**src/hdl/tprd_pkg.sv**
```systemverilog
package tprd_pkg;

  localparam int unsigned BYTE_W     = 8;
  localparam int unsigned LEN_W      = 16;
  localparam int unsigned VER_W      = 16;
  localparam int unsigned CODE_W     = 2;
  localparam int unsigned OUT_DATA_W = 32;
  localparam int unsigned OUT_USER_W = 2;
  localparam int unsigned CFG_IDX_W  = 1;
  localparam int unsigned CFG_DATA_W = 16;

  // Configuration register indexes
  localparam logic [CFG_IDX_W-1:0] CFG_SKIP_START = 1'b0;
  localparam logic [CFG_IDX_W-1:0] CFG_MAX_LEN    = 1'b1;

  localparam logic [LEN_W-1:0] MAX_LEN_RESET = 16'd16384;

  // Record content types
  localparam logic [BYTE_W-1:0] CT_CCS       = 8'd20;
  localparam logic [BYTE_W-1:0] CT_ALERT     = 8'd21;
  localparam logic [BYTE_W-1:0] CT_HANDSHAKE = 8'd22;
  localparam logic [BYTE_W-1:0] CT_APP_DATA  = 8'd23;
  localparam logic [BYTE_W-1:0] CCS_BYTE     = 8'h01;

  // Error codes
  localparam logic [CODE_W-1:0] ERR_BAD_TYPE = 2'd0;
  localparam logic [CODE_W-1:0] ERR_TOO_LONG = 2'd1;
  localparam logic [CODE_W-1:0] ERR_EMPTY    = 2'd2;
  localparam logic [CODE_W-1:0] ERR_BAD_CCS  = 2'd3;

  typedef enum logic [6:0] {
    PH_TYPE   = 7'b0000001,
    PH_VER_HI = 7'b0000010,
    PH_VER_LO = 7'b0000100,
    PH_LEN_HI = 7'b0001000,
    PH_LEN_LO = 7'b0010000,
    PH_BODY   = 7'b0100000,
    PH_FAILED = 7'b1000000
  } phase_t;

  typedef enum logic [1:0] {
    KIND_HANDSHAKE = 2'd0,
    KIND_ALERT     = 2'd1,
    KIND_CCS       = 2'd2,
    KIND_SKIP      = 2'd3
  } kind_t;

  typedef struct packed {
    logic [BYTE_W-1:0] payload_byte;
    logic              content_kind;
    logic [VER_W-1:0]  record_version;
    logic              last_in_record;
    logic              error_valid;
    logic [CODE_W-1:0] error_code;
  } result_t;

endpackage

```
**src/hdl/tls_plaintext_record_deframer_core.sv**
```systemverilog
// Each result word is registered from its accepted input byte into the output stage.
// Throughput: one byte per cycle while in_tready is high; the header parser is combinational next-state logic.
// A two-entry output stage (result register plus skid register) keeps in_tready
// high while one result waits; in_tready drops only when both entries are full.
// Reset (rst_n low, synchronous): parser to type byte, registers to 0 / 16384,
// output stage emptied.
module tls_plaintext_record_deframer_core (
  input  logic                                 clk,
  input  logic                                 rst_n,
  // in_tdata: [7:0] data_byte
  input  logic                                 in_tvalid,
  output logic                                 in_tready,
  input  logic [tprd_pkg::BYTE_W-1:0]          in_tdata,
  // out_tdata: [7:0] payload_byte, [23:8] record_version, [25:24] error_code, [31:26] zero
  output logic                                 out_tvalid,
  input  logic                                 out_tready,
  output logic [tprd_pkg::OUT_DATA_W-1:0]      out_tdata,
  // out_tuser: [0] content_kind, [1] error_valid
  output logic [tprd_pkg::OUT_USER_W-1:0]      out_tuser,
  output logic                                 out_tlast,
  input  logic                                 cfg_valid,
  output logic                                 cfg_ready,
  input  logic [tprd_pkg::CFG_IDX_W-1:0]       cfg_index,
  input  logic [tprd_pkg::CFG_DATA_W-1:0]      cfg_data
);

  tprd_pkg::phase_t                  phase_r, phase_nxt;
  tprd_pkg::kind_t                   kind_r, kind_nxt;
  logic [tprd_pkg::VER_W-1:0]        ver_r, ver_nxt;
  logic [tprd_pkg::LEN_W-1:0]        left_r, left_nxt;
  logic                              skip_mode_r, skip_mode_nxt;
  logic                              ccs_ok_r, ccs_ok_nxt;
  logic [tprd_pkg::LEN_W-1:0]        max_len_r;

  tprd_pkg::result_t                 res;
  logic                              res_vld;
  tprd_pkg::result_t                 out_r, skid_r;
  logic                              out_valid_r, skid_valid_r;

  logic                              in_acc, cfg_acc, pop;
  logic [tprd_pkg::LEN_W-1:0]        len_full;
  logic                              body_last;

  assign cfg_ready = 1'b1;
  assign cfg_acc   = cfg_valid & cfg_ready;
  assign in_tready = ~skid_valid_r;
  assign in_acc    = in_tvalid & in_tready;
  assign pop       = out_valid_r & out_tready;

  assign len_full  = {left_r[tprd_pkg::LEN_W-1:tprd_pkg::BYTE_W], in_tdata};
  assign body_last = (left_r <= tprd_pkg::LEN_W'(1));

  always_comb begin
    phase_nxt     = phase_r;
    kind_nxt      = kind_r;
    ver_nxt       = ver_r;
    left_nxt      = left_r;
    skip_mode_nxt = skip_mode_r;
    ccs_ok_nxt    = ccs_ok_r;
    res_vld       = 1'b0;
    res.payload_byte   = in_tdata;
    res.content_kind   = kind_r[0];
    res.record_version = ver_r;
    res.last_in_record = body_last;
    res.error_valid    = 1'b0;
    res.error_code     = tprd_pkg::ERR_BAD_TYPE;

    if (in_acc) begin
      case (phase_r)
        tprd_pkg::PH_TYPE: begin
          phase_nxt = tprd_pkg::PH_VER_HI;
          if (skip_mode_r && in_tdata == tprd_pkg::CT_APP_DATA) begin
            kind_nxt = tprd_pkg::KIND_SKIP;
          end else begin
            if (skip_mode_r && in_tdata != tprd_pkg::CT_CCS) skip_mode_nxt = 1'b0;
            if (in_tdata == tprd_pkg::CT_HANDSHAKE) begin
              kind_nxt = tprd_pkg::KIND_HANDSHAKE;
            end else if (in_tdata == tprd_pkg::CT_ALERT) begin
              kind_nxt = tprd_pkg::KIND_ALERT;
            end else if (in_tdata == tprd_pkg::CT_CCS) begin
              kind_nxt = tprd_pkg::KIND_CCS;
            end else begin
              phase_nxt      = tprd_pkg::PH_FAILED;
              res_vld        = 1'b1;
              res.error_valid = 1'b1;
              res.error_code = tprd_pkg::ERR_BAD_TYPE;
            end
          end
        end
        tprd_pkg::PH_VER_HI: begin
          if (kind_r != tprd_pkg::KIND_SKIP) ver_nxt = {in_tdata, tprd_pkg::BYTE_W'(0)};
          phase_nxt = tprd_pkg::PH_VER_LO;
        end
        tprd_pkg::PH_VER_LO: begin
          if (kind_r != tprd_pkg::KIND_SKIP) begin
            ver_nxt = {ver_r[tprd_pkg::VER_W-1:tprd_pkg::BYTE_W], in_tdata};
          end
          phase_nxt = tprd_pkg::PH_LEN_HI;
        end
        tprd_pkg::PH_LEN_HI: begin
          left_nxt  = {in_tdata, tprd_pkg::BYTE_W'(0)};
          phase_nxt = tprd_pkg::PH_LEN_LO;
        end
        tprd_pkg::PH_LEN_LO: begin
          left_nxt = len_full;
          if (kind_r == tprd_pkg::KIND_SKIP) begin
            // a skipped empty record ends at its header
            phase_nxt = (len_full == '0) ? tprd_pkg::PH_TYPE : tprd_pkg::PH_BODY;
          end else if (len_full > max_len_r) begin
            phase_nxt       = tprd_pkg::PH_FAILED;
            res_vld         = 1'b1;
            res.error_valid = 1'b1;
            res.error_code  = tprd_pkg::ERR_TOO_LONG;
          end else if (len_full == '0) begin
            phase_nxt       = tprd_pkg::PH_FAILED;
            res_vld         = 1'b1;
            res.error_valid = 1'b1;
            res.error_code  = tprd_pkg::ERR_EMPTY;
          end else begin
            ccs_ok_nxt = (len_full == tprd_pkg::LEN_W'(1));
            phase_nxt  = tprd_pkg::PH_BODY;
          end
        end
        tprd_pkg::PH_BODY: begin
          left_nxt = body_last ? '0 : left_r - tprd_pkg::LEN_W'(1);
          if (body_last) phase_nxt = tprd_pkg::PH_TYPE;
          case (kind_r)
            tprd_pkg::KIND_SKIP: begin
            end
            tprd_pkg::KIND_CCS: begin
              if (body_last && !(ccs_ok_r && in_tdata == tprd_pkg::CCS_BYTE)) begin
                phase_nxt       = tprd_pkg::PH_FAILED;
                res_vld         = 1'b1;
                res.error_valid = 1'b1;
                res.error_code  = tprd_pkg::ERR_BAD_CCS;
              end
            end
            default: res_vld = 1'b1;
          endcase
        end
        tprd_pkg::PH_FAILED: begin
          // sticky: drop everything until reset
        end
        default: phase_nxt = tprd_pkg::PH_FAILED;
      endcase
    end

    // error words carry zero payload fields
    if (res.error_valid) begin
      res.payload_byte   = '0;
      res.content_kind   = 1'b0;
      res.record_version = '0;
      res.last_in_record = 1'b0;
    end

    if (cfg_acc && cfg_index == tprd_pkg::CFG_SKIP_START) skip_mode_nxt = cfg_data[0];
  end

  always_ff @(posedge clk) begin
    if (!rst_n) begin
      phase_r      <= tprd_pkg::PH_TYPE;
      kind_r       <= tprd_pkg::KIND_HANDSHAKE;
      ver_r        <= '0;
      left_r       <= '0;
      skip_mode_r  <= 1'b0;
      ccs_ok_r     <= 1'b0;
      max_len_r    <= tprd_pkg::MAX_LEN_RESET;
    end else begin
      phase_r     <= phase_nxt;
      kind_r      <= kind_nxt;
      ver_r       <= ver_nxt;
      left_r      <= left_nxt;
      skip_mode_r <= skip_mode_nxt;
      ccs_ok_r    <= ccs_ok_nxt;
      if (cfg_acc && cfg_index == tprd_pkg::CFG_MAX_LEN) max_len_r <= cfg_data;
    end
  end

  // Output stage: result register backed by one skid entry.
  always_ff @(posedge clk) begin
    if (!rst_n) begin
      out_valid_r  <= 1'b0;
      skid_valid_r <= 1'b0;
    end else if (pop) begin
      if (skid_valid_r) begin
        out_r        <= skid_r;
        out_valid_r  <= 1'b1;
        skid_valid_r <= 1'b0;
      end else begin
        out_r       <= res;
        out_valid_r <= res_vld;
      end
    end else if (res_vld) begin
      if (out_valid_r) begin
        skid_r       <= res;
        skid_valid_r <= 1'b1;
      end else begin
        out_r       <= res;
        out_valid_r <= 1'b1;
      end
    end
  end

  assign out_tvalid = out_valid_r;
  assign out_tdata  = {6'd0, out_r.error_code, out_r.record_version, out_r.payload_byte};
  assign out_tuser  = {out_r.error_valid, out_r.content_kind};
  assign out_tlast  = out_r.last_in_record;

endmodule

```
**config.mk**
```make
export PLATFORM = sky130hd
export DESIGN_NAME = tls_plaintext_record_deframer_core
export DESIGN_NICKNAME = d
export VERILOG_FILES = /design/src/hdl/tprd_pkg.sv /design/src/hdl/tls_plaintext_record_deframer_core.sv
export SDC_FILE = /design/constraint.sdc
export NUM_CORES = 1
export LEC_CHECK = 0
export ABC_AREA = 1
export BUFFER_PORTS_ARGS = -buffer_cell sky130_fd_sc_hd__buf_2
export CAP_MARGIN = 40
export CORE_UTILIZATION = 35
export CTS_BUF_LIST = sky130_fd_sc_hd__clkbuf_2
export DETAILED_ROUTE_END_ITERATION = 10
export GPL_ROUTABILITY_DRIVEN = 0
export PLACE_DENSITY = 0.57
export SLEW_MARGIN = 30
export SYNTH_ARGS = -nofsm -noshare
export SYNTH_HDL_FRONTEND = slang
export SYNTH_SLANG_ARGS = --single-unit
```
**constraint.sdc**
```tcl
create_clock -name clk -period 3.8 [get_ports clk]
set_clock_uncertainty 0.15 [all_clocks]
set_input_delay 0.19 -clock clk [delete_from_list [all_inputs] [get_ports clk]]
set_output_delay 0.19 -clock clk [all_outputs]
set_load 0.02 [all_outputs]
```
# Word-level counts from Yosys, hierarchy flattened
# Index checks and enable logic that the tools add are counted.
dict set report op_classes {
  n_mux 56
  bitwise 12
  order_cmp 2
  n_reduce_logical 28
  add_sub_neg 1
  n_eq_ne 21
}
# cell count
set ops {}
lappend ops {{2-to-1 mux 29 bit} 4}
lappend ops {{2-to-1 mux 7 bit} 10}
lappend ops {{one-hot mux 7 bit (7 select lines)} 1}
lappend ops {{one-hot mux 16 bit (3 select lines)} 1}
lappend ops {{== test 8 x 5 -> 1 bit (second input constant)} 4}
lappend ops {{2-to-1 mux 16 bit} 2}
lappend ops {{one-hot mux 16 bit (2 select lines)} 1}
lappend ops {{2-to-1 mux 3 bit} 10}
lappend ops {{2-to-1 mux 26 bit} 1}
lappend ops {{2-to-1 mux 1 bit} 17}
lappend ops {{== test 16 x 1 -> 1 bit (second input constant)} 1}
lappend ops {{> comparator 16 bit} 1}
lappend ops {{less-or-equal comparator 16 x 1 -> 1 bit (second input constant)} 1}
lappend ops {{zero test 16 bit} 1}
lappend ops {{AND reduction 4 bit} 4}
lappend ops {{subtractor 16 x 1 -> 16 bit (second input constant)} 1}
lappend ops {{nonzero test 2 bit} 6}
lappend ops {{NOT 1 bit} 10}
lappend ops {{one-hot mux 3 bit (3 select lines)} 1}
lappend ops {{AND reduction 3 bit} 3}
lappend ops {{== test 8 x 1 -> 1 bit (second input constant)} 1}
lappend ops {{2-to-1 mux 2 bit} 4}
lappend ops {{2-to-1 mux 8 bit} 1}
lappend ops {{!= test 8 x 5 -> 1 bit (second input constant)} 1}
lappend ops {{21 further kinds} 33}
dict set report word_totals {
  reg_bits 119
  input_bits 30
  output_inout_bits 38
}

# Depth between registers and ports, before layout
# Gate-level depths: netlist of the first run.
dict set report depth {
  ltp_word 12
  mapped_depth 18
  depth_no_buf 16
}

# Worst setup path after synthesis of the first run
# Ideal clock, no wire load.
dict set report synth_timing {
  path_type {register -> register}
  start {register left_r[13] (netlist bit)}
  end {register out_r (netlist bit out_tdata[0]) (enable)}
  path_slack_ps 399
  setup_time_ps 425
  arrival_time_ps 2826
  n_path_buf 0
  stages_incl_launch_ff 10
  path_cell_list {dfxtp_1 > ha_1 > nand2_1 > nor3_1 > nand2_1 > nand2_1 > nand3_1 > nand3_1 > nand2_1 > a21oi_1}
}
dict set report synth_via {
  elab_chain_cells 8
  elab_cells_between_ends 13
  cone_classes {order compare (2); mux (7); reduce/logical (4)}
}
# element line
set synth_rtl {}
lappend synth_rtl {{from (decl)} tls_plaintext_record_deframer_core.sv:30} ;# logic [tprd_pkg::LEN_W-1:0] left_r, left_nxt;
lappend synth_rtl {{from (signal assigned)} tls_plaintext_record_deframer_core.sv:172} ;# left_r <= left_nxt;
lappend synth_rtl {{less-or-equal comparator 16 x 1 -> 1 bit or zero test 16 bit (tied branches)} {tls_plaintext_record_deframer_core.sv:51, tls_plaintext_record_deframer_core.sv:114}}
lappend synth_rtl {{logical AND 1 bit or 2-to-1 mux 1 bit (tied branches)} {tls_plaintext_record_deframer_core.sv:131, tls_plaintext_record_deframer_core.sv:114}}
lappend synth_rtl {{2-to-1 mux 1 bit, on equally long branches} {tls_plaintext_record_deframer_core.sv:131, tls_plaintext_record_deframer_core.sv:109}}
lappend synth_rtl {{one-hot mux 1 bit (2 select lines) or 2-to-1 mux 1 bit (tied branches)} {tls_plaintext_record_deframer_core.sv:127, tls_plaintext_record_deframer_core.sv:106}}
lappend synth_rtl {{one-hot mux 1 bit (3 select lines) (*)} tls_plaintext_record_deframer_core.sv:69} ;# case (phase_r)
lappend synth_rtl {{2-to-1 mux 1 bit (*)} tls_plaintext_record_deframer_core.sv:68} ;# if (in_acc) begin
lappend synth_rtl {{nonzero test 2 bit (no source line) (*)} -}
lappend synth_rtl {{AND reduction 3 bit (no source line) (*)} -}
lappend synth_rtl {{to (signal assigned)} tls_plaintext_record_deframer_core.sv:186} ;# out_r <= skid_r;
lappend synth_rtl {{to (signal assigned)} tls_plaintext_record_deframer_core.sv:190} ;# out_r <= res;
lappend synth_rtl {{to (signal assigned)} tls_plaintext_record_deframer_core.sv:198} ;# out_r <= res;
lappend synth_rtl {{to (decl)} tls_plaintext_record_deframer_core.sv:37} ;# tprd_pkg::result_t out_r, skid_r;
# Mark *: on every way between the ends. The rest lies on a longest branch, timed or not.
# A chain may end at the register's enable or synchronous reset.

# Final worst setup path of the first run
dict set report layout_timing {
  start {register left_r[0] (netlist bit)}
  end {register left_r[12] (netlist bit)}
}
dict set report layout_via {
  elab_chain_cells 3
  elab_cells_between_ends 4
  cone_classes {add/sub (1); order compare (1); mux (2)}
}
# element line
set layout_rtl {}
lappend layout_rtl {{subtractor 16 x 1 -> 16 bit or less-or-equal comparator 16 x 1 -> 1 bit (tied branches)} {tls_plaintext_record_deframer_core.sv:125, tls_plaintext_record_deframer_core.sv:51}}
lappend layout_rtl {{2-to-1 mux 16 bit (*)} tls_plaintext_record_deframer_core.sv:125} ;# left_nxt = body_last ? '0 : left_r - tprd_pkg::LEN_W'(1);
lappend layout_rtl {{one-hot mux 16 bit (3 select lines) (*)} tls_plaintext_record_deframer_core.sv:69}
# Marked as above.

==> results of run 1 <==
worst max-delay path: cells and delay by family, from the launching register on:
| kind | cells | cell delay [ps] |
|---|---|---|
| buf+inv | 4 | 950 |
| flops | 1 | 390 |
| fa+ha+maj | 1 | 220 |
| compound gates | 2 | 160 |
| simple gates | 3 | 1020 |
through the flow:
step	setup WS [ps]	hold WS, ps	total power, mW	area [sq um]	instances
3_3_place_gp	1080	263	1.63	6290	961
2_1_floorplan	399	170	1.57	5860	710
5_1_grt	528	159	2.68	7070	1044
6_report	847	215	2.57	7070	1044
3_5_place_dp	1040	261	1.63	6290	961
4_1_cts	843	142	2.59	7040	1042
routing by layer:
metal	vias up	global-route usage, %	routed length, um
li1	2544	-	-
met4	0	4.90	140
met3	14	3.90	653
met5	-	0	0
met1	2234	21.2	6320
met2	126	27.0	6250
power groups by stage:
stage          clock [mW]  combinational [mW]  sequential [mW]
2_1_floorplan           0               0.138             1.43
3_3_place_gp            0               0.221             1.41
3_5_place_dp            0               0.222             1.41
4_1_cts             0.941               0.261             1.38
5_1_grt             0.997               0.294             1.39
6_report            0.918               0.264             1.38
cells in the mapped netlist (all sizes together):
library cell and instances:
nor3 7, nand3 22, nand3b 1, a31oi 10
a21o 2, o21ai 38, xnor2 3, clkinv 1
xor2 4, a21oi 77, o21a 1, clkbuf 16
dfxtp 61, and3 1, nor4 3, ha 18
a41oi 1, nor2 91, buf 12, o22ai 8
nand4 7, a211oi 8, o211ai 1, o32ai 1
o31ai 2, conb 2, edfxtp 58, nand2 151
inv 97, a21boi 1
registers in the layout (all words and copies together) (netlist names), 2 cells and up:
register,flops
phase_r,7
ver_r,16
skid_r,29
max_len_r,16
kind_r,2
out_tdata,26
out_tuser,2
left_r,16
layout make-up:
cell class	count	share of cell area (%)
flip-flops and latches	119	41.9
clock buffers	22	1.56
inverters	98	5.21
well taps	216	3.83
multi-input cells	465	33.5
repair buffers	114	11.8
clock inverters	10	2.20
worst max path at each step:
stage,startpoint,end,cells after the start
global route,left_r[0],left_r[12],10
finish,left_r[0],left_r[12],10
detailed placement,left_r[0],out_tdata[18],11
global placement,left_r[0],out_tdata[18],11
CTS,left_r[0],left_r[12],10
floorplan,left_r[13],out_tdata[0],9
kinds of logic (layout without fill, tap and decap cells):
kind of cell | count (synthesis) | after routing | synth area share [%]
flip-flops | 119 | 119 | 50.7
adder cells (fa/ha/maj) | 18 | 18 | 3.86
other | 2 | 7 | 0.129
XOR/XNOR | 7 | 7 | 1.05
AND/OR/NAND/NOR | 283 | 283 | 20.8
buffers and inverters | 126 | 244 | 9.19
AO/OA/AOI/OAI | 150 | 150 | 14.2
timing repair:
action,4_1_cts,5_1_grt
endpoints found under the hold margin,75,14
buffers inserted,0,0
hold buffers,49,1
==> impl_metrics.ini, run 1 <==
[sta]
worstMarginPinSlew_ps = 665
fin_crit_ps = 2950
setup_viol = 0
rsz0062_at_grt = no
fmax_mhz = 339
finalCritPeriodShare_pct = 77.7
hold_viol = 0
slew_viol_final = 0
max_slew_margin_pct = 55.3
tns_ps = 0

[clock_network]
cts_tree = done
htreeDepth = 4
cts.clk_slew.worst_paths_ps = 210
cts_root_buffer = clkbuf_2
numCtsBuffers = 17
cts_buffer_depth = 2
cts_resized = 0
clock-sinks = 119
clock_latency_ps = 690

[grt]
grt-ovfl-total = 0
antenna_found_initial = 0
track_usage_pct = 16.4
grt_first_pass_wirelength_um = 22400
grt_pass1_vias = 4613
grt_start_max_net_pins = 53

[worst_setup_path]
cp-end-kind = register
crit_type = register to register
crit_path_cell_trace = inv_1 -> ha_1 -> o21ai_0 -> nor3_1 -> inv_1 -> nand2_1 -> inv_1 -> nand2_1 -> a31oi_1 -> dlygate4sd3_1
setup.worst_path.start_class = register
r2r_slack_ps = 850
crit_arrival_ps = 3390
r2r_cells = 10
max_stage_delay_ps = 560
critPathMostFrequentCell = inv_1
r2r-start = left_r[0]
required_ps = 4230
worstPathMaxFanout = 14
critPathSlowestCell = dlygate4sd3_1
r2r_end = left_r[12]

[routing]
antenna_left = 0
drt-initial-drc-count = 311
firstDrtPassIters = 5
vias_per_cell = 4.71
routed_wl_um = 13400
vias = 4918
wl_per_cell_um = 12.8
drc = 0

[hold_path]
hold_depth = 4
hp-class = input pin to register
whs_endpoint = ver_r[0]
worstHoldStart = in_tdata[0]

[yosys]
synth_top_area_share_pct = 29.8
synth_top_area_cell = edfxtp_1
syn_area_sq_um = 5840
syn_avg_cell_area_sq_um = 8.28
yosys-top-cells-area = edfxtp_1, dfxtp_1, nand2_1, a21oi_1, inv_1
syn_inst = 705
synthDistinctLibCells = 43
synth-seq-cells = 119
synth_warnings = 0
yosysSeqAreaShare_pct = 50.7

[power]
clockPowerShare_pct = 35.8
seqPwrFrac_pct = 53.9
p_switching_uw = 652
switching_share_pct = 25.4
comb_power_share_pct = 10.3
ir_drop_uv = 261
p_per_area_nw_per_um2 = 363
p_int_mw = 1.91
p_leak_nw = 3.23

[floorplanning]
die_y_um = 131
initial_core_util_pct = 36.4
rows = 46
core_area_sq_um = 16100
io-pin-count = 68
chipWidth_um = 131
die_area_sq_um = 17200

[finish]
drive_above_1_share_pct = 14.7
fin_nets = 863
register_area_sq_um = 2960
fillers = 1601
area_delta_synth_final_pct = 21.0
mostFrequentLayoutCells = nand2_1, inv_1, nor2_1
final_common_cell = nand2_1
multi_input_area_sq_um = 2360
postLayoutCoreUtil_pct = 44.0
n_antenna_cell = 0

[outcome]
status = finished, final reports clean

[flow_run]
timing.max_cap.violations = 0

[placed_design]
hpwlAfterDp_um = 9000
io_buffer_count = 60
No activity file was read; power rests on OpenSTA's default activity.
==> run 2, diff against run 1 <==
--- a/config.mk
+++ b/config.mk
@@ -5,7 +5,7 @@
 export SDC_FILE = /design/constraint.sdc
 export NUM_CORES = 1
 export LEC_CHECK = 0
-export ABC_AREA = 1
+export ABC_AREA = 0
 export BUFFER_PORTS_ARGS = -buffer_cell sky130_fd_sc_hd__buf_2
 export CAP_MARGIN = 40
 export CORE_UTILIZATION = 35
==> constraint.sdc (replaced) <==
create_clock -name clk -period 2.87 [get_ports clk]
set_clock_uncertainty 0.15 [all_clocks]
set_input_delay 0.1435 -clock clk [delete_from_list [all_inputs] [get_ports clk]]
set_output_delay 0.1435 -clock clk [all_outputs]
set_load 0.02 [all_outputs]
==> run 2 against run 1 <==
  * Die area is 0.57% higher
  * Hold slack better by 26 ps
  * Sequential share of layout area is 5.6 points lower
  * Power grew 31%
  * Core utilization up 6.7 points
  * Maximum frequency increased by 5.5%
  * Critical path depth grew 2
  * Clock-buffer cell count fell by 2
  * Critical path type unchanged
  * Sequential power up 33%
  * Combinational power rose by 74%
  * First-iteration DRC count shrank 4.2%
  * Wire length is 28% higher
==> impl_metrics.ini, run 2 <==
[power]
ir_drop_uv = 254
clockPowerShare_pct = 32.2
p_leak_nw = 3.22
seqPwrFrac_pct = 54.2
p_switching_uw = 939
switching_share_pct = 27.8
finalPower_mw = 3.37
p_per_area_nw_per_um2 = 412
p_int_mw = 2.43
comb_power_share_pct = 13.6

[worst_setup_path]
crit_type = register to register
critPathMostFrequentCell = buf_4
crit_arrival_ps = 3170
critPathSlowestCell = dfxtp_1
r2r_cells = 12
setup.worst_path.start_class = register
crit_path_cell_trace = buf_4 -> ha_1 -> nand2_2 -> buf_4 -> nor3_1 -> a2111o_1 -> buf_6 -> o31ai_4 -> a31oi_4 -> buf_12 -> clkbuf_16 -> nor3_2
worstPathMaxFanout = 8
cp-end-kind = register
required_ps = 3240
max_stage_delay_ps = 360

[hold_path]
hold_depth = 4
hp-class = input pin to register

[finish]
fin_nets = 885
n_antenna_cell = 0
mostFrequentLayoutCells = nor2_1, buf_4, dlygate4sd3_1
largest_reg_flops = 29
fin_area_sq_um = 8180
drive_above_1_share_pct = 26.2
final_common_cell = nor2_1
postLayoutCoreUtil_pct = 50.7
fillers = 1539
regMostFlops = skid_r
register_area_sq_um = 2970
multi_input_area_sq_um = 2800
area_delta_synth_final_pct = 39.2

[clock_network]
clock-sinks = 119
cts.clk_slew.worst_paths_ps = 210
htreeDepth = 4
cts_root_buffer = clkbuf_2
cts_buffer_depth = 2
clock_latency_ps = 680
cts_tree = done
numCtsBuffers = 17

[yosys]
synth_common_cells = nor2_1, dfxtp_1, edfxtp_1, nand2_1, a21oi_1
ys_async_sr_fraction_pct = 0
synth_warnings = 0
synth_edf_count = 58
synthDistinctLibCells = 58
syn_avg_cell_area_sq_um = 9.25
yosysMostFrequentCell = nor2_1
syn_inst = 635
yosysSeqAreaShare_pct = 50.4
synth-seq-cells = 119
synth_top_area_cell = edfxtp_1
synth_top_area_share_pct = 29.7
yosys-top-cells-area = edfxtp_1, dfxtp_1, nor2_1, ha_1, nand2_1
dominantRegCellSynth = dfxtp_1
syn_area_sq_um = 5870

[floorplanning]
core_area_sq_um = 16100
rows = 46
initial_core_util_pct = 36.4
chipWidth_um = 132
die_y_um = 132
die_area_sq_um = 17300
io-pin-count = 68

[sta]
hold_viol = 0
slew_viol_final = 0
max_slew_margin_pct = 57.3
worstMarginPinSlew_ps = 641
fin_crit_ps = 2800
setup_viol = 0
finalCritPeriodShare_pct = 97.6
holdWs_ps = 240
layout_setup_ws_ps = 69.8
fmax_mhz = 357

[placed_design]
placed_cell_area_sq_um = 6930
io_buffer_count = 60
hpwlAfterDp_um = 11300
pre_cts_slack_ps = -152

[grt]
grt_pass1_vias = 5097
grt_first_pass_wirelength_um = 25500
track_usage_pct = 18.6
antenna_found_initial = 0
grt_start_max_net_pins = 47
grt-ovfl-total = 0

[routing]
drc = 0
drt-initial-drc-count = 298
vias_per_cell = 5.15
firstDrtPassIters = 5
antenna_left = 0
vias = 5488
wl_per_cell_um = 16.1
routed_wl_um = 17200

[flow_run]
timing.max_cap.violations = 0

[outcome]
status = finished, final reports clean
[run 2: cell types whose count changed after synthesis, moves of 20 or more]
cell,before,now
nand2_1,140,58
a21oi_1,76,37
nor2_1,83,103
inv_1,97,24
nor2b_1,0,28
nor3_1,6,32
[run 2: logic make-up (layout without fill, tap and decap cells)]
logic type	after synthesis	in the layout	synth area share, %
adder cells (fa/ha/maj)	18	18	3.83
buffers and inverters	65	275	4.88
AND/OR/NAND/NOR	284	284	23.3
multiplexers	8	8	1.36
XOR/XNOR	9	9	1.34
other	2	7	0.128
AO/OA/AOI/OAI	130	130	14.7
flip-flops	119	119	50.4
[run 2: critical path: cells and delay by family, from the launching register on]
kind / cells / cell delay, ps
DFF: 1 / 360
AOI/OAI and AO/OA: 3 / 750
buffers and inverters: 5 / 720
and+or+nand+nor: 3 / 370
adders and majority gates: 1 / 300
[run 2: layer usage]
layer | vias to the layer above | GRT usage (%) | part of all wire (%)
met5 | - | 0 | 0
met4 | 0 | 6.85 | 2.3
met3 | 22 | 3.90 | 4.3
met2 | 151 | 31.7 | 50
met1 | 2660 | 23.1 | 43
li1 | 2655 | - | -
[run 2: path summary, 6_finish.rpt]
| check | start | to | slack [ps] |
|---|---|---|---|
| max | left_r[10] | out_tdata[3] | 70 |
| min | out_tready | out_tvalid | 240 |
| max reg2reg | left_r[10] | out_tdata[3] | 70 |
| min reg2reg | ccs_ok_r | ccs_ok_r | 330 |
[run 2: final cells by class]
cell class / count / area share [%]
clock buffer: 20 / 1.22
timing repair buffer: 218 / 22.1
tap: 216 / 3.31
multi-input combinational: 456 / 34.3
inverter: 25 / 1.15
sequential: 119 / 36.4
clock inverter: 12 / 1.59
[run 2: power groups by stage]
stage / combinational [mW] / clock [mW] / sequential [mW]
floorplan: 0.170 / 0 / 1.89
global placement: 0.323 / 0 / 1.86
detailed placement: 0.331 / 0 / 1.86
CTS: 0.392 / 1.11 / 1.83
global route: 0.491 / 1.18 / 1.83
finish: 0.459 / 1.09 / 1.83
[run 2: what timing repair did]
action                     in CTS  in global routing
hold buffers                   62                  0
pin swaps                       2                 10
setup endpoints to repair      48                 53
gates resized for setup         4                 30
buffers inserted                2                  8
hold endpoints to repair      135                  0
cloned                          0                  8
[run 2: stage by stage]
stage          setup TNS (ps)  instances
2_1_floorplan               0        640
3_3_place_gp            -6620        953
3_5_place_dp            -2380        954
4_1_cts                     0       1050
5_1_grt                 -10.9       1066
6_report                    0       1066
==> run 3, diff against run 2 <==
--- a/config.mk
+++ b/config.mk
@@ -6,13 +6,15 @@
 export NUM_CORES = 1
 export LEC_CHECK = 0
 export ABC_AREA = 0
-export BUFFER_PORTS_ARGS = -buffer_cell sky130_fd_sc_hd__buf_2
+export BUFFER_PORTS_ARGS = -buffer_cell sky130_fd_sc_hd__buf_4
 export CAP_MARGIN = 40
 export CORE_UTILIZATION = 35
 export CTS_BUF_LIST = sky130_fd_sc_hd__clkbuf_2
+export CTS_CLUSTER_DIAMETER = 80
 export DETAILED_ROUTE_END_ITERATION = 10
 export GPL_ROUTABILITY_DRIVEN = 0
 export PLACE_DENSITY = 0.57
+export RECOVER_POWER = 25
 export SLEW_MARGIN = 30
 export SYNTH_ARGS = -nofsm -noshare
 export SYNTH_HDL_FRONTEND = slang
==> run 3 against run 2 <==
  * Non-clock buffer count fell by 23
  * Maximum frequency is essentially flat
  * Design area down 3.4%
  * Core utilization is 1.7 points lower
  * Sequential share of layout area up 1.2 points
  * Critical path depth decreased by 1
  * Wire length fell by 6.1%
  * Global-route usage up 0.36 points
  * Largest cell class unchanged
  * Largest power group unchanged
==> impl_metrics.ini, run 3 (synthesis gave the netlist of run 2 again) <==
[outcome]
status = finished, final reports clean

[grt]
track_usage_pct = 19.0
grt_first_pass_wirelength_um = 25900
met3_usage_pct = 3.82
grt_pass1_vias = 5068
use_met2_pct = 31.2
grt_start_max_net_pins = 39
grt-ovfl-total = 0
antenna_found_initial = 0
top_usage_layer = met2
use_met1_pct = 24.0

[routing]
wl_per_cell_um = 15.4
firstDrtPassIters = 4
drt-initial-drc-count = 300
drc = 0
vias_per_cell = 5.10
antenna_left = 0
routed_wl_um = 16100
vias = 5315

[finish]
n_antenna_cell = 0
fin_nets = 862
mostFrequentLayoutCells = nor2_1, buf_4, dlygate4sd3_1
fillers = 1554
final_common_cell = nor2_1
largest_reg_flops = 29
postLayoutCoreUtil_pct = 49.0
fin_area_sq_um = 7900
area_delta_synth_final_pct = 34.4
drive_above_1_share_pct = 18.0
regMostFlops = skid_r

[floorplanning]
core_area_sq_um = 16100
die_y_um = 132
chipWidth_um = 132
io-pin-count = 68
rows = 46
initial_core_util_pct = 36.4
die_area_sq_um = 17300

[sta]
tns_ps = 0
worstMarginPinSlew_ps = 849
finalCritPeriodShare_pct = 97.6
setup_viol = 0
fmax_mhz = 357
slew_viol_final = 0
fin_crit_ps = 2800
max_slew_margin_pct = 43.4
hold_viol = 0
rsz0062_at_grt = no

[clock_network]
cts_root_buffer = clkbuf_2
cts_tree = done
cts.clk_slew.worst_paths_ps = 200
cts_buffer_depth = 2
clock_latency_ps = 710
numCtsBuffers = 17
htreeDepth = 4
clock-sinks = 119

[placed_design]
hpwlAfterDp_um = 11000
placed_cell_area_sq_um = 7010
io_buffer_count = 60

[worst_setup_path]
critPathTopFamily = compound AO/OA/AOI/OAI gates
crit_arrival_ps = 3130
r2r_slack_ps = 70
worstPathMaxFanout = 16
required_ps = 3200
critPathSlowestCell = a2111o_1
setup.worst_path.start_class = register
critical_path_buf_inv_count = 4
crit_type = register to register
cp-end-kind = register
critPathMostFrequentCell = buf_4
crit_path_cell_trace = inv_1 -> ha_1 -> nand4_1 -> buf_4 -> nor2_1 -> a2111o_1 -> o31a_1 -> o21ai_1 -> buf_4 -> o22ai_4 -> buf_12
max_stage_delay_ps = 430

[power]
p_per_area_nw_per_um2 = 451
p_leak_nw = 3.02
ir_drop_uv = 304

[flow_run]
timing.max_cap.violations = 0

[hold_path]
hp-class = input pin to register
==> run 3: changes by cell type in the layout (fill, tap and decap cells not counted), moves of 3 or more <==
cell / before / now
inv_6: 2 / 6
buf_4: 82 / 90
buf_2: 60 / 0
clkbuf_16: 5 / 0
clkinvlp_4: 6 / 1
nor3_2: 9 / 3
clkbuf_1: 0 / 36
buf_6: 4 / 1
dfxtp_1: 55 / 59
clkbuf_2: 20 / 17
nor3_1: 22 / 29
dfxtp_2: 5 / 2
==> run 3: per-stage QoR <==
stage                     std cells  power, mW  hold slack (ps)  setup slack (ps)
after floorplan                 640       2.06              129              5.99
after global placement          944       2.21              242              -171
after detailed placement        945       2.22              247              -136
after CTS                      1043       3.60             69.2              13.5
after global routing           1043       3.70              123             0.778
final                          1043       3.56              145              67.7
==> run 3: final cells by class <==
| cell class | count | area, sq um | share of cell area (%) |
|---|---|---|---|
| clock buffers | 17 | 85.1 | 1.08 |
| multi-input cells | 456 | 2730 | 34.5 |
| well taps | 216 | 270 | 3.42 |
| clock inverters | 15 | 214 | 2.71 |
| flip-flops and latches | 119 | 2970 | 37.6 |
| repair buffers | 195 | 1540 | 19.5 |
| inverters | 25 | 93.8 | 1.19 |
==> run 3: final timing paths <==
check	depth (start not counted)	from	to
worst max-delay path	11	max_len_r[13]	out_tdata[15]
worst min-delay path	5	cfg_valid	skip_mode_r
worst max register to register	11	max_len_r[13]	out_tdata[15]
worst min register to register	2	ccs_ok_r	ccs_ok_r
==> run 3: tightest hold or removal path, stage by stage <==
cell and delay, ps:
buf_4 90, nand2b_1 50, nand3_1 80, a21oi_1 60
dlygate4sd3_1 540
==> run 3: timing repair <==
item / in CTS / in global routing
endpoints found under the hold margin: 137 / 0
gates cloned: 0 / 0
setup endpoints to repair: 30 / 52
pin swaps: 2 / 3
hold buffers: 64 / 0
setup buffers: 2 / 1
gates resized for setup: 3 / 12
==> run 3: layer usage <==
metal / wire length (um) / share of wire (%)
met5: 0 / 0
met3: 729 / 4.5
met4: 499 / 3.1
met2: 7580 / 47
met1: 7290 / 45
==> run 3: report_power, final <==
part           total (mW)  internal (mW)  switching (mW)  leakage (nW)
logic               0.409          0.180           0.229          1.84
registers            1.83           1.81          0.0149          1.01
clock network        1.32          0.598           0.723         0.173
